File: config.mk
export PLATFORM = sky130hd
export DESIGN_NAME = decimating_fir_filter
export DESIGN_NICKNAME = d
export VERILOG_FILES = /design/src/dfir_pkg.sv /design/src/dfir_mem.sv /design/src/dfir_mac.sv /design/src/decimating_fir_filter.sv
export SDC_FILE = /design/constraint.sdc
export NUM_CORES = 2
export LEC_CHECK = 0
export BUFFER_PORTS_ARGS = -buffer_cell sky130_fd_sc_hd__buf_2
export CAP_MARGIN = 5
export CORE_MARGIN = 1
export CORE_UTILIZATION = 60
export CTS_CLUSTER_SIZE = 25
export DETAILED_ROUTE_END_ITERATION = 16
export PLACE_DENSITY = 0.8
export SKIP_CTS_REPAIR_TIMING = 1
export SYNTH_ARGS = -nofsm -noshare
export SYNTH_HDL_FRONTEND = slang
export SYNTH_HIERARCHICAL = 1
export SYNTH_SLANG_ARGS = --single-unit
File: constraint.sdc
create_clock -name clock -period 7.26 [get_ports clock]
set_input_delay 1.089 -clock clock [delete_from_list [all_inputs] [get_ports clock]]
set_output_delay 1.089 -clock clock [all_outputs]
set_load 0.01 [all_outputs]
File: src/dfir_pkg.sv
// Shared types and constants of the decimating FIR filter.
`default_nettype none

package dfir_pkg;

   // Field widths of the transactions.
   localparam int TAP_W   = 7;
   localparam int VALUE_W = 16;
   localparam int RES_W   = 17;
   localparam int DEC_W   = 8;
   localparam int GAIN_W  = 17;
   localparam int CSR_A_W = 2;
   localparam int CSR_D_W = 17;
   localparam int PROD_W  = 32;

   // Operation carried in the request tuser bit.
   localparam logic OP_LOAD = 1'b0;
   localparam logic OP_PUSH = 1'b1;

   // Register indexes of the configuration port.
   localparam logic [CSR_A_W-1:0] CSR_DECIMATION = 2'd0;
   localparam logic [CSR_A_W-1:0] CSR_GAIN       = 2'd1;

   // Reset values of the configuration registers.
   localparam logic [DEC_W-1:0]  DEC_RESET  = 8'd10;
   localparam logic [GAIN_W-1:0] GAIN_RESET = 17'd1638;

   // Saturation limits of the result.
   localparam logic [RES_W-1:0] RES_MAX = 17'h0FFFF;
   localparam logic [RES_W-1:0] RES_MIN = 17'h10000;

   // Sequencer states.
   typedef enum logic [1:0] {
      ST_IDLE,
      ST_ISSUE,
      ST_WAIT,
      ST_DELIVER
   } dfir_state_type;

   // Control that travels with each tap read into the MAC pipeline.
   typedef struct packed {
      logic issue;
      logic first;
      logic last;
   } dfir_mac_ctl_type;

endpackage

`default_nettype wire

File: src/dfir_mem.sv
// Coefficient store and circular sample window, both synchronous RAMs.
`default_nettype none

module dfir_mem
   import dfir_pkg::*;
#(
   parameter int TAPS = 80
) (
   input  wire logic                              clock,
   input  wire logic                              coef_we,
   input  wire logic [(TAPS > 1 ? $clog2(TAPS) : 1)-1:0] coef_waddr,
   input  wire logic signed [VALUE_W-1:0]         coef_wdata,
   input  wire logic [(TAPS > 1 ? $clog2(TAPS) : 1)-1:0] coef_raddr,
   output logic signed [VALUE_W-1:0]              coef_rdata,
   input  wire logic                              samp_we,
   input  wire logic [(TAPS > 1 ? $clog2(TAPS) : 1)-1:0] samp_waddr,
   input  wire logic signed [VALUE_W-1:0]         samp_wdata,
   input  wire logic [(TAPS > 1 ? $clog2(TAPS) : 1)-1:0] samp_raddr,
   output logic signed [VALUE_W-1:0]              samp_rdata
);

   logic signed [VALUE_W-1:0] coef_mem [TAPS];
   logic signed [VALUE_W-1:0] samp_mem [TAPS];

   // Coefficient RAM: one write port, one registered read port.
   always_ff @(posedge clock) begin
      if (coef_we) begin
         coef_mem[coef_waddr] <= coef_wdata;
      end
      coef_rdata <= coef_mem[coef_raddr];
   end

   // Sample RAM: one write port, one registered read port.
   always_ff @(posedge clock) begin
      if (samp_we) begin
         samp_mem[samp_waddr] <= samp_wdata;
      end
      samp_rdata <= samp_mem[samp_raddr];
   end

endmodule

`default_nettype wire

File: src/dfir_mac.sv
// Multiply-accumulate pipeline with the output shift, gain and saturation.
`default_nettype none

module dfir_mac
   import dfir_pkg::*;
#(
   parameter int TAPS = 80
) (
   input  wire logic                      clock,
   input  wire logic                      reset,
   input  wire dfir_mac_ctl_type          ctl,
   input  wire logic signed [VALUE_W-1:0] coef_rd,
   input  wire logic signed [VALUE_W-1:0] samp_rd,
   input  wire logic [GAIN_W-1:0]         gain,
   output logic                           done,
   output logic signed [RES_W-1:0]        result
);

   localparam int ACC_W = PROD_W + $clog2(TAPS);
   localparam int SH_W  = ACC_W - 15;
   localparam int GP_W  = SH_W + GAIN_W + 1;
   localparam int GS_W  = GP_W - 16;

   dfir_mac_ctl_type         ctl1_ff;
   dfir_mac_ctl_type         ctl2_ff;
   logic                     scale_go_ff;
   logic                     sat_go_ff;
   logic                     done_ff;
   logic signed [PROD_W-1:0] prod_ff;
   logic signed [ACC_W-1:0]  acc_ff;
   logic signed [GP_W-1:0]   gprod_ff;
   logic signed [RES_W-1:0]  result_ff;

   logic signed [SH_W-1:0]   acc_sh;
   logic signed [GAIN_W:0]   gain_s;
   logic signed [GS_W-1:0]   gprod_sh;
   logic [GS_W-RES_W:0]      upper;
   logic signed [RES_W-1:0]  result_in;

   // Control follows the data through the read, multiply and add stages.
   always_ff @(posedge clock) begin
      if (reset) begin
         ctl1_ff     <= '0;
         ctl2_ff     <= '0;
         scale_go_ff <= 1'b0;
         sat_go_ff   <= 1'b0;
         done_ff     <= 1'b0;
      end else begin
         ctl1_ff     <= ctl;
         ctl2_ff     <= ctl1_ff;
         scale_go_ff <= ctl2_ff.issue & ctl2_ff.last;
         sat_go_ff   <= scale_go_ff;
         done_ff     <= sat_go_ff;
      end
   end

   // One product per cycle from the registered RAM outputs.
   always_ff @(posedge clock) begin
      if (ctl1_ff.issue) begin
         prod_ff <= coef_rd * samp_rd;
      end
   end

   // Accumulator restarts on the first tap of a window.
   always_ff @(posedge clock) begin
      if (ctl2_ff.issue) begin
         if (ctl2_ff.first) begin
            acc_ff <= ACC_W'(prod_ff);
         end else begin
            acc_ff <= acc_ff + ACC_W'(prod_ff);
         end
      end
   end

   // Drop the Q15 fraction and apply the gain.
   assign acc_sh = acc_ff[ACC_W-1:15];
   assign gain_s = {1'b0, gain};

   always_ff @(posedge clock) begin
      if (scale_go_ff) begin
         gprod_ff <= acc_sh * gain_s;
      end
   end

   // Second shift, then saturate when the upper bits disagree with the sign.
   assign gprod_sh = gprod_ff[GP_W-1:16];
   assign upper    = gprod_sh[GS_W-1:RES_W-1];

   always_comb begin
      if ((&upper) || !(|upper)) begin
         result_in = gprod_sh[RES_W-1:0];
      end else if (gprod_sh[GS_W-1]) begin
         result_in = RES_MIN;
      end else begin
         result_in = RES_MAX;
      end
   end

   always_ff @(posedge clock) begin
      if (sat_go_ff) begin
         result_ff <= result_in;
      end
   end

   assign done   = done_ff;
   assign result = result_ff;

endmodule

`default_nettype wire

File: src/decimating_fir_filter.sv
// Top level of the decimating FIR filter: sequencer, counters and channels.
//
// Usage:
//   The req channel carries one transaction per item. req_tuser selects the
//   operation: a coefficient load writes tap req_tdata[6:0] with the value in
//   req_tdata[22:7]; a sample push shifts that value into the sample window.
//   Loads and pushes that give no output leave the block idle, ready for the next item.
//   When a push fills the window, and every decimation-th push after that,
//   the block runs one multiply-accumulate over all TAPS taps, reading the
//   coefficient and sample RAMs at one address each per cycle. Such a push
//   passes the issue, wait and deliver states before its rsp transaction; req_tready
//   is low while the taps are processed.
//   The result sits in an output register, so further items are accepted
//   while rsp waits; a stalled receiver holds only the next output pass.
//   Reset clears the window fill count, the phase count and the output valid, and
//   sets decimation to 10 and output gain to 1638. Coefficients must be
//   loaded before the first output. The csr port is always ready and must be
//   written only while the block is idle; the block itself does not enforce this.
`default_nettype none

module decimating_fir_filter
   import dfir_pkg::*;
#(
   parameter int TAPS = 80
) (
   input  wire logic                 clock,
   input  wire logic                 reset,
   input  wire logic                 req_tvalid,
   output logic                      req_tready,
   input  wire logic [23:0]          req_tdata,  // tap_index[6:0], value[22:7], zero pad
   input  wire logic                 req_tuser,  // opcode
   output logic                      rsp_tvalid,
   input  wire logic                 rsp_tready,
   output logic [23:0]               rsp_tdata,  // filtered[16:0], zero pad
   input  wire logic                 csr_valid,
   output logic                      csr_ready,
   input  wire logic [CSR_A_W-1:0]   csr_index,
   input  wire logic [CSR_D_W-1:0]   csr_data
);

   localparam int ADDR_W = (TAPS > 1) ? $clog2(TAPS) : 1;
   localparam int FILL_W = $clog2(TAPS + 1);

   dfir_state_type            state_ff, state_in;
   logic [ADDR_W-1:0]         wp_ff, wp_in;
   logic [ADDR_W-1:0]         rp_ff, rp_in;
   logic [ADDR_W-1:0]         k_ff, k_in;
   logic [FILL_W-1:0]         fill_ff, fill_in;
   logic [DEC_W-1:0]          phase_ff, phase_in;
   logic [DEC_W-1:0]          dec_ff;
   logic [GAIN_W-1:0]         gain_ff;
   logic                      rsp_valid_ff, rsp_valid_in;
   logic signed [RES_W-1:0]   rsp_data_ff, rsp_data_in;

   logic                      req_fire;
   logic [TAP_W-1:0]          tap_index;
   logic signed [VALUE_W-1:0] value;
   logic [8:0]                tap_wide;
   logic                      tap_in_range;
   logic [ADDR_W-1:0]         wp_next;
   logic [ADDR_W-1:0]         rp_next;
   logic [DEC_W-1:0]          dec_eff;
   logic [DEC_W-1:0]          phase_next;
   logic                      coef_we;
   logic                      samp_we;
   logic                      out_free;
   dfir_mac_ctl_type          mac_ctl;
   logic signed [VALUE_W-1:0] coef_rd;
   logic signed [VALUE_W-1:0] samp_rd;
   logic                      mac_done;
   logic signed [RES_W-1:0]   mac_result;

   // Request decode.
   assign req_tready   = (state_ff == ST_IDLE);
   assign req_fire     = req_tvalid & req_tready;
   assign tap_index    = req_tdata[TAP_W-1:0];
   assign value        = req_tdata[TAP_W+VALUE_W-1:TAP_W];
   assign tap_wide     = {2'b00, tap_index};
   assign tap_in_range = (tap_wide < 9'(TAPS));
   assign coef_we      = req_fire && (req_tuser == OP_LOAD) && tap_in_range;
   assign samp_we      = req_fire && (req_tuser == OP_PUSH);

   // Circular pointers and the decimation phase.
   assign wp_next    = (wp_ff == ADDR_W'(TAPS - 1)) ? '0 : wp_ff + 1'b1;
   assign rp_next    = (rp_ff == ADDR_W'(TAPS - 1)) ? '0 : rp_ff + 1'b1;
   assign dec_eff    = (dec_ff == '0) ? 8'd1 : dec_ff;
   assign phase_next = phase_ff + 8'd1;
   assign out_free   = !rsp_valid_ff || rsp_tready;

   // Configuration registers.
   assign csr_ready = 1'b1;

   always_ff @(posedge clock) begin
      if (reset) begin
         dec_ff  <= DEC_RESET;
         gain_ff <= GAIN_RESET;
      end else if (csr_valid && csr_ready) begin
         unique case (csr_index)
            CSR_DECIMATION: dec_ff  <= csr_data[DEC_W-1:0];
            CSR_GAIN:       gain_ff <= csr_data[GAIN_W-1:0];
            default: ;
         endcase
      end
   end

   // Sequencer: next state, counters and MAC control.
   always_comb begin
      state_in     = state_ff;
      wp_in        = wp_ff;
      rp_in        = rp_ff;
      k_in         = k_ff;
      fill_in      = fill_ff;
      phase_in     = phase_ff;
      rsp_valid_in = rsp_valid_ff & ~rsp_tready;
      rsp_data_in  = rsp_data_ff;
      mac_ctl      = '0;

      unique case (state_ff)
         ST_IDLE: begin
            if (samp_we) begin
               wp_in = wp_next;
               rp_in = wp_next;
               k_in  = '0;
               if (fill_ff < FILL_W'(TAPS)) begin
                  fill_in = fill_ff + 1'b1;
                  if (fill_ff == FILL_W'(TAPS - 1)) begin
                     phase_in = '0;
                     state_in = ST_ISSUE;
                  end
               end else if (phase_next >= dec_eff) begin
                  phase_in = '0;
                  state_in = ST_ISSUE;
               end else begin
                  phase_in = phase_next;
               end
            end
         end
         ST_ISSUE: begin
            mac_ctl.issue = 1'b1;
            mac_ctl.first = (k_ff == '0);
            mac_ctl.last  = (k_ff == ADDR_W'(TAPS - 1));
            k_in          = k_ff + 1'b1;
            rp_in         = rp_next;
            if (mac_ctl.last) begin
               state_in = ST_WAIT;
            end
         end
         ST_WAIT: begin
            if (mac_done) begin
               state_in = ST_DELIVER;
            end
         end
         ST_DELIVER: begin
            if (out_free) begin
               rsp_valid_in = 1'b1;
               rsp_data_in  = mac_result;
               state_in     = ST_IDLE;
            end
         end
         default: begin
            state_in = ST_IDLE;
         end
      endcase
   end

   // Control registers.
   always_ff @(posedge clock) begin
      if (reset) begin
         state_ff     <= ST_IDLE;
         wp_ff        <= '0;
         rp_ff        <= '0;
         k_ff         <= '0;
         fill_ff      <= '0;
         phase_ff     <= '0;
         rsp_valid_ff <= 1'b0;
      end else begin
         state_ff     <= state_in;
         wp_ff        <= wp_in;
         rp_ff        <= rp_in;
         k_ff         <= k_in;
         fill_ff      <= fill_in;
         phase_ff     <= phase_in;
         rsp_valid_ff <= rsp_valid_in;
      end
   end

   // Output payload register.
   always_ff @(posedge clock) begin
      rsp_data_ff <= rsp_data_in;
   end

   assign rsp_tvalid = rsp_valid_ff;
   assign rsp_tdata  = {7'b0, rsp_data_ff};

   dfir_mem #(
      .TAPS (TAPS)
   ) u_mem (
      .clock      (clock),
      .coef_we    (coef_we),
      .coef_waddr (tap_wide[ADDR_W-1:0]),
      .coef_wdata (value),
      .coef_raddr (k_ff),
      .coef_rdata (coef_rd),
      .samp_we    (samp_we),
      .samp_waddr (wp_ff),
      .samp_wdata (value),
      .samp_raddr (rp_ff),
      .samp_rdata (samp_rd)
   );

   dfir_mac #(
      .TAPS (TAPS)
   ) u_mac (
      .clock   (clock),
      .reset   (reset),
      .ctl     (mac_ctl),
      .coef_rd (coef_rd),
      .samp_rd (samp_rd),
      .gain    (gain_ff),
      .done    (mac_done),
      .result  (mac_result)
   );

endmodule

`default_nettype wire

---- After elaboration in Yosys (flattened, before gate mapping) ----
Memories as Yosys holds them, arrays and structs flattened. A register that Yosys moved wholly into a read port is not among the register bits.
Cells that the tools add are included.
W data, S select, Z words.
cells by class
  add/sub/neg operators ................... 6
  multipliers ............................. 2
  magnitude comparators ................... 3
  equality and inequality tests ........... 15
  muxes and demuxes ....................... 28
  bitwise operators ....................... 6
  reductions and logical operators ........ 23
operator list
  cell                   count
  $mul A24 B18 Y42       1
  $add A39 B32 Y39       1
  $mux W39               1
  $mux W17               2
  $mul A16 B16 Y32       1
  $mux W8                4
  $add A7 B1 Y7 const B  4
  $eq A7 B7 Y1 const B   4
  $mux W7                4
  $pmux W7 S2            2
  $lt A7 B7 Y1 const B   2
  $mux W2                7
  $reduce_and A10 Y1     1
  $reduce_and A2 Y1      5
  $reduce_or A10 Y1      1
  $add A8 B1 Y8 const B  1
  $ge A8 B8 Y1           1
  $logic_not A8 Y1       1
  $pmux W2 S4            1
  $logic_not A7 Y1       1
  $mux W1                6
  $ne A2 B1 Y1 const B   3
  $reduce_and A3 Y1      2
  $reduce_and A6 Y1      1
  14 further kinds       26
storage, ports and cells
  flip-flop bits (word level) ............. 220
  bits in writable memories ............... 2,560
  output and inout bits ................... 27
  memories kept ........................... 2
memories
  memory          words  bits a word  rd ports  clocked after Yosys merged registers in  write ports  line            text
  u_mem.coef_mem  80     16           1         1                                        1            dfir_mem.sv:22  logic signed [VALUE_W-1:0] coef_mem [TAPS];
  u_mem.samp_mem  80     16           1         1                                        1            dfir_mem.sv:23  logic signed [VALUE_W-1:0] samp_mem [TAPS];

---- Logic depth before layout (Yosys ltp) ----
  depth in word-level cells ............... 7
  depth in mapped cells ................... 27
  gate-level depth less buffers ........... 25

---- Modules after synthesis ----
Netlist, hierarchy kept.
by module, submodules not included
  module                 times used  cells each  area each (µm²)  sequential area each (µm²)
  dfir_mem               1           4,784       99,654.3         77,514.3
  dfir_mac               1           3,143       29,908.7         3,603.5
  decimating_fir_filter  1           420         3,784.9          1,791.7

---- Least setup slack after synthesis ----
No wires, ideal clock.
  path type ............................... reg2reg
  start ................................... reg u_mac.acc_ff[37]
  end ..................................... reg u_mac.gprod_ff[32], data pin
  setup time .............................. 0.258 ns
  data arrival time ....................... 5.945 ns
  required time ........................... 7.002 ns
  path slack .............................. 1.058 ns
  cell stages (with the launch flop) ...... 24
  buffers on the path ..................... 1
  cells stage by stage .................... edfxtp_1 -> clkbuf_1 -> and2_1 -> fa_1 -> inv_1 -> fa_1 -> fa_1 -> inv_1 -> fa_1 -> fa_1 -> inv_1 -> fa_1 -> inv_1 -> ha_1 -> nand3_1 -> nor2_1 -> and3_1 -> a22o_1 -> a211oi_1 -> o21bai_1 -> a21o_1 -> a21o_1 -> a21oi_1 -> xnor2_1
on the way
  cells in the longest elaborated chain, start to end .. 1
RTL lines
  what                    line            text
  start, declared         dfir_mac.sv:30  logic signed [ACC_W-1:0] acc_ff;
  start signal, assigned  dfir_mac.sv:68  acc_ff <= ACC_W'(prod_ff);
  start signal, assigned  dfir_mac.sv:70  acc_ff <= acc_ff + ACC_W'(prod_ff);
  $mul A24 B18 Y42        dfir_mac.sv:81  gprod_ff <= acc_sh * gain_s;
  end signal, assigned    dfir_mac.sv:81
  end, declared           dfir_mac.sv:31  logic signed [GP_W-1:0] gprod_ff;
Every way passes these cells.
A chain may end at the register's enable or synchronous reset.

---- Worst setup path after layout ----
  start ................................... reg u_mem.coef_rdata[5], read port of u_mem.coef_mem
  end ..................................... reg u_mac.prod_ff[30], data pin
on the way
  cells in the longest elaborated chain, start to end .. 1
RTL lines
  what                  line            text
  start, declared       dfir_mem.sv:14  output logic signed [VALUE_W-1:0] coef_rdata,
  $mul A16 B16 Y32      dfir_mac.sv:60  prod_ff <= coef_rd * samp_rd;
  end signal, assigned  dfir_mac.sv:60
  end, declared         dfir_mac.sv:29  logic signed [PROD_W-1:0] prod_ff;
Every way passes these cells.

==> flow_summary.json <==
{
  "outcome": "finished clean",
  "cts_root_buf": "clkbuf_16",
  "leakagePower_nw": 51.1,
  "crit_chain": "and2_1, fa_1, fa_1, ha_1, inv_1, fa_1, inv_1, fa_1, inv_1, fa_1, inv_1, ha_1, a2111oi_0, o21ai_0, a41oi_1, a211oi_1, o21ai_0, o31ai_1, a21o_1, a21oi_1, xnor2_1",
  "path_clk_slew_ns": 0.06,
  "yosysTopAreaCellShare_pct": 60.6,
  "wirelength_um": 319000,
  "h-tree-depth": 5,
  "setup_ws_ns": 0.250,
  "drt_iter0_drc": 9498,
  "finalCritPeriodShare_pct": 96.6,
  "synth-edff-count": 2691,
  "final-hold-violation-count": 0,
  "rows": 172,
  "cp.required_ns": 7.86,
  "switching_share_pct": 31.4,
  "portBuffers": 66,
  "cp_max_fo": 16,
  "cts_tree": "yes",
  "place_area_um2": 138000,
  "grt_pass1_vias": 76977,
  "finalSetupViolCount": 0,
  "wl_per_cell_um": 27.2,
  "tightestPinTransition_ns": 1.31,
  "globalplace.congestion": 0.892,
  "hpwl_um": 189000,
  "slowest_delay_ns": 0.77,
  "grt_overflow": 0,
  "cp_top_family": "adder cells",
  "drv_slew": 0,
  "setup.worst_path.end_class": "register",
  "area_growth_pct": 10.2,
  "synth_top_cells_by_area": "edfxtp_1, fa_1, mux4_2, mux2i_1, ha_1",
  "cp-start-kind": "register",
  "initial_core_util_pct": 60.5,
  "setup-tns-final_ns": 0,
  "crit_top_cell": "fa_1",
  "power_frac_seq_pct": 36.7,
  "cts_buffers": 292,
  "async_reset_ff_share_pct": 0,
  "grt_max_degree": 107,
  "slowest_stage": "dfxtp_1",
  "comb_power_share_pct": 35.2,
  "die_w_um": 473,
  "ir_drop_uv": 852,
  "internal-power_mw": 35.2,
  "core_area_um2": 220000,
  "routed-wl-met2_um": 155000,
  "netlist_instances": 8347,
  "io_pins": 76,
  "p_switching_mw": 16.1,
  "hold_path.class": "reg -> reg",
  "crit_arrival_ns": 7.61,
  "ant_nets": 0,
  "fin_crit_ns": 7.01,
  "grt_usage_pct": 28.6,
  "synth_area_per_cell_um2": 16.0,
  "drt_first_pass_iters": 8,
  "drive_gt1_share_pct": 14.3,
  "synth_cell_types": 85,
  "dieArea_um2": 224000,
  "relSlewSlack_pct": 12.7,
  "cts_buffer_depth": 4,
  "clock_latency_ns": 0.96,
  "maxCapViolations": 0,
  "antenna_found_initial": 10,
  "wl_met3_um": 32200,
  "synth_ff_type": "edfxtp_1",
  "synth.cell_area_um2": 133000,
  "worst-setup-path-type": "reg -> reg",
  "design_area_um2": 147000,
  "skew_ns": 0.108,
  "die_height_um": 473,
  "yosys_warnings": 6,
  "crit_buf_inv": 4,
  "ys_seq_elements": 2796,
  "drc": 0,
  "place_ws_ns": 0.338,
  "yosysTopAreaCell": "edfxtp_1",
  "final_net_count": 9506,
  "synth-seq-area-share_pct": 62.2,
  "power.density_nw_per_um2": 350,
  "grt_pass1_wl_um": 477000,
  "fmax_mhz": 143,
  "vias": 74668,
  "routed.top_layer": "met5",
  "rsz0062_at_grt": "no",
  "clkSinkCount": 2796,
  "viasPerCell": 6.37,
  "wirelength_met1_um": 118000,
  "pwr-share-clk_pct": 28.1
}
-- logic make-up after synthesis --
family,after synthesis,synth area share (%)
compound gates,811,4.24
buf+inv,1199,3.65
fa+ha+maj,899,12.2
mux,1031,11.7
simple gates,1489,5.31
other cells,2,0.00563
flops,2796,62.2
xor+xnor,120,0.788
-- cell usage in the layout (no fill, tap or decap), drive strengths merged, types with 58 or more instances in the layout --
cell type,n
dfxtp,105
mux4,416
nor2,337
nand3,106
mux2i,581
o21ai,92
a22oi,163
clkinv,107
nor3,58
a21oi,177
and2,333
edfxtp,2691
nand2,511
fa,662
buf,319
xnor2,79
clkbuf,357
a22o,66
a31oi,70
inv,797
ha,237
-- power by group through the flow --
stage / sequential, mW / clock [mW] / combinational (mW)
6_report: 18.9 / 14.4 / 18.1
5_1_grt: 18.9 / 15.2 / 20.5
4_1_cts: 18.9 / 14.6 / 18.1
3_5_place_dp: 19.2 / 0 / 18.0
3_3_place_gp: 19.2 / 0 / 17.3
2_1_floorplan: 19.1 / 0 / 14.0
-- registers in the layout (all words and copies together) (netlist names), 17 cells and up --
signal and cells:
u_mem/samp_mem 1280, rsp_data_ff 17, u_mac/acc_ff 39, u_mac/gprod_ff 26
u_mac/prod_ff 32, u_mem/coef_mem 1280, gain_ff 17, u_mac/result 17
-- final cells by class --
cell class / count / area [µm²]
sequential: 2796 / 82900
fill: 13998 / 73400
multi-input combinational: 4358 / 45800
clock buffer: 357 / 7700
tap: 2958 / 3700
inverter: 791 / 2970
timing repair buffer: 319 / 2470
clock inverter: 146 / 1400
antenna: 3 / 7.51
-- stage by stage --
| stage | cells | hold WS (ns) | total power, mW | utilization (%) |
|---|---|---|---|---|
| 2_1_floorplan | 8353 | 0.395 | 33.2 | - |
| 3_3_place_gp | 11222 | 0.404 | 36.5 | 62.5 |
| 3_5_place_dp | 11222 | 0.405 | 37.2 | 62.5 |
| 4_1_cts | 11725 | 0.377 | 51.6 | 66.7 |
| 5_1_grt | 11726 | 0.413 | 54.5 | 66.7 |
| 6_report | 11728 | 0.415 | 51.4 | 66.7 |
-- cells in the mapped netlist (all sizes together), types with 51 or more instances --
library cell	count
dfxtp	105
and2	333
edfxtp	2691
a21oi	177
o21ai	92
nor3	58
a22o	66
nor2	337
nand2	511
clkbuf	194
ha	237
a31oi	70
buf	213
inv	790
xnor2	79
mux2i	581
nand3	106
mux4	416
a21o	51
fa	662
a22oi	163
-- worst register-to-register path: cells and delay by family (launching register included) --
family	cells	cell delay (ns)
adder cells (fa/ha/maj)	7	2.96
AO/OA/AOI/OAI	8	2.42
flip-flops	1	0.77
AND/OR/NAND/NOR	1	0.26
buffers and inverters	4	0.18
XOR/XNOR	1	0.09
-- path summary, 6_finish.rpt --
path,from,endpoint,slack (ns),depth (start not counted)
setup / recovery,u_mem/coef_rdata[5],u_mac/prod_ff[30],0.25,21
hold / removal,u_mac/ctl2_ff[0],u_mac/scale_go_ff,0.41,2
setup reg to reg,u_mem/coef_rdata[5],u_mac/prod_ff[30],0.25,21
hold reg to reg,u_mac/ctl2_ff[0],u_mac/scale_go_ff,0.41,2
-- layer usage --
metal | track usage, % | vias up
met1 | 38.8 | 38140
met5 | 0 | -
met2 | 46.4 | 4581
met4 | 11.9 | 6
met3 | 4.89 | 863
li1 | - | 31078
No activity file was read; power rests on OpenSTA's default activity.
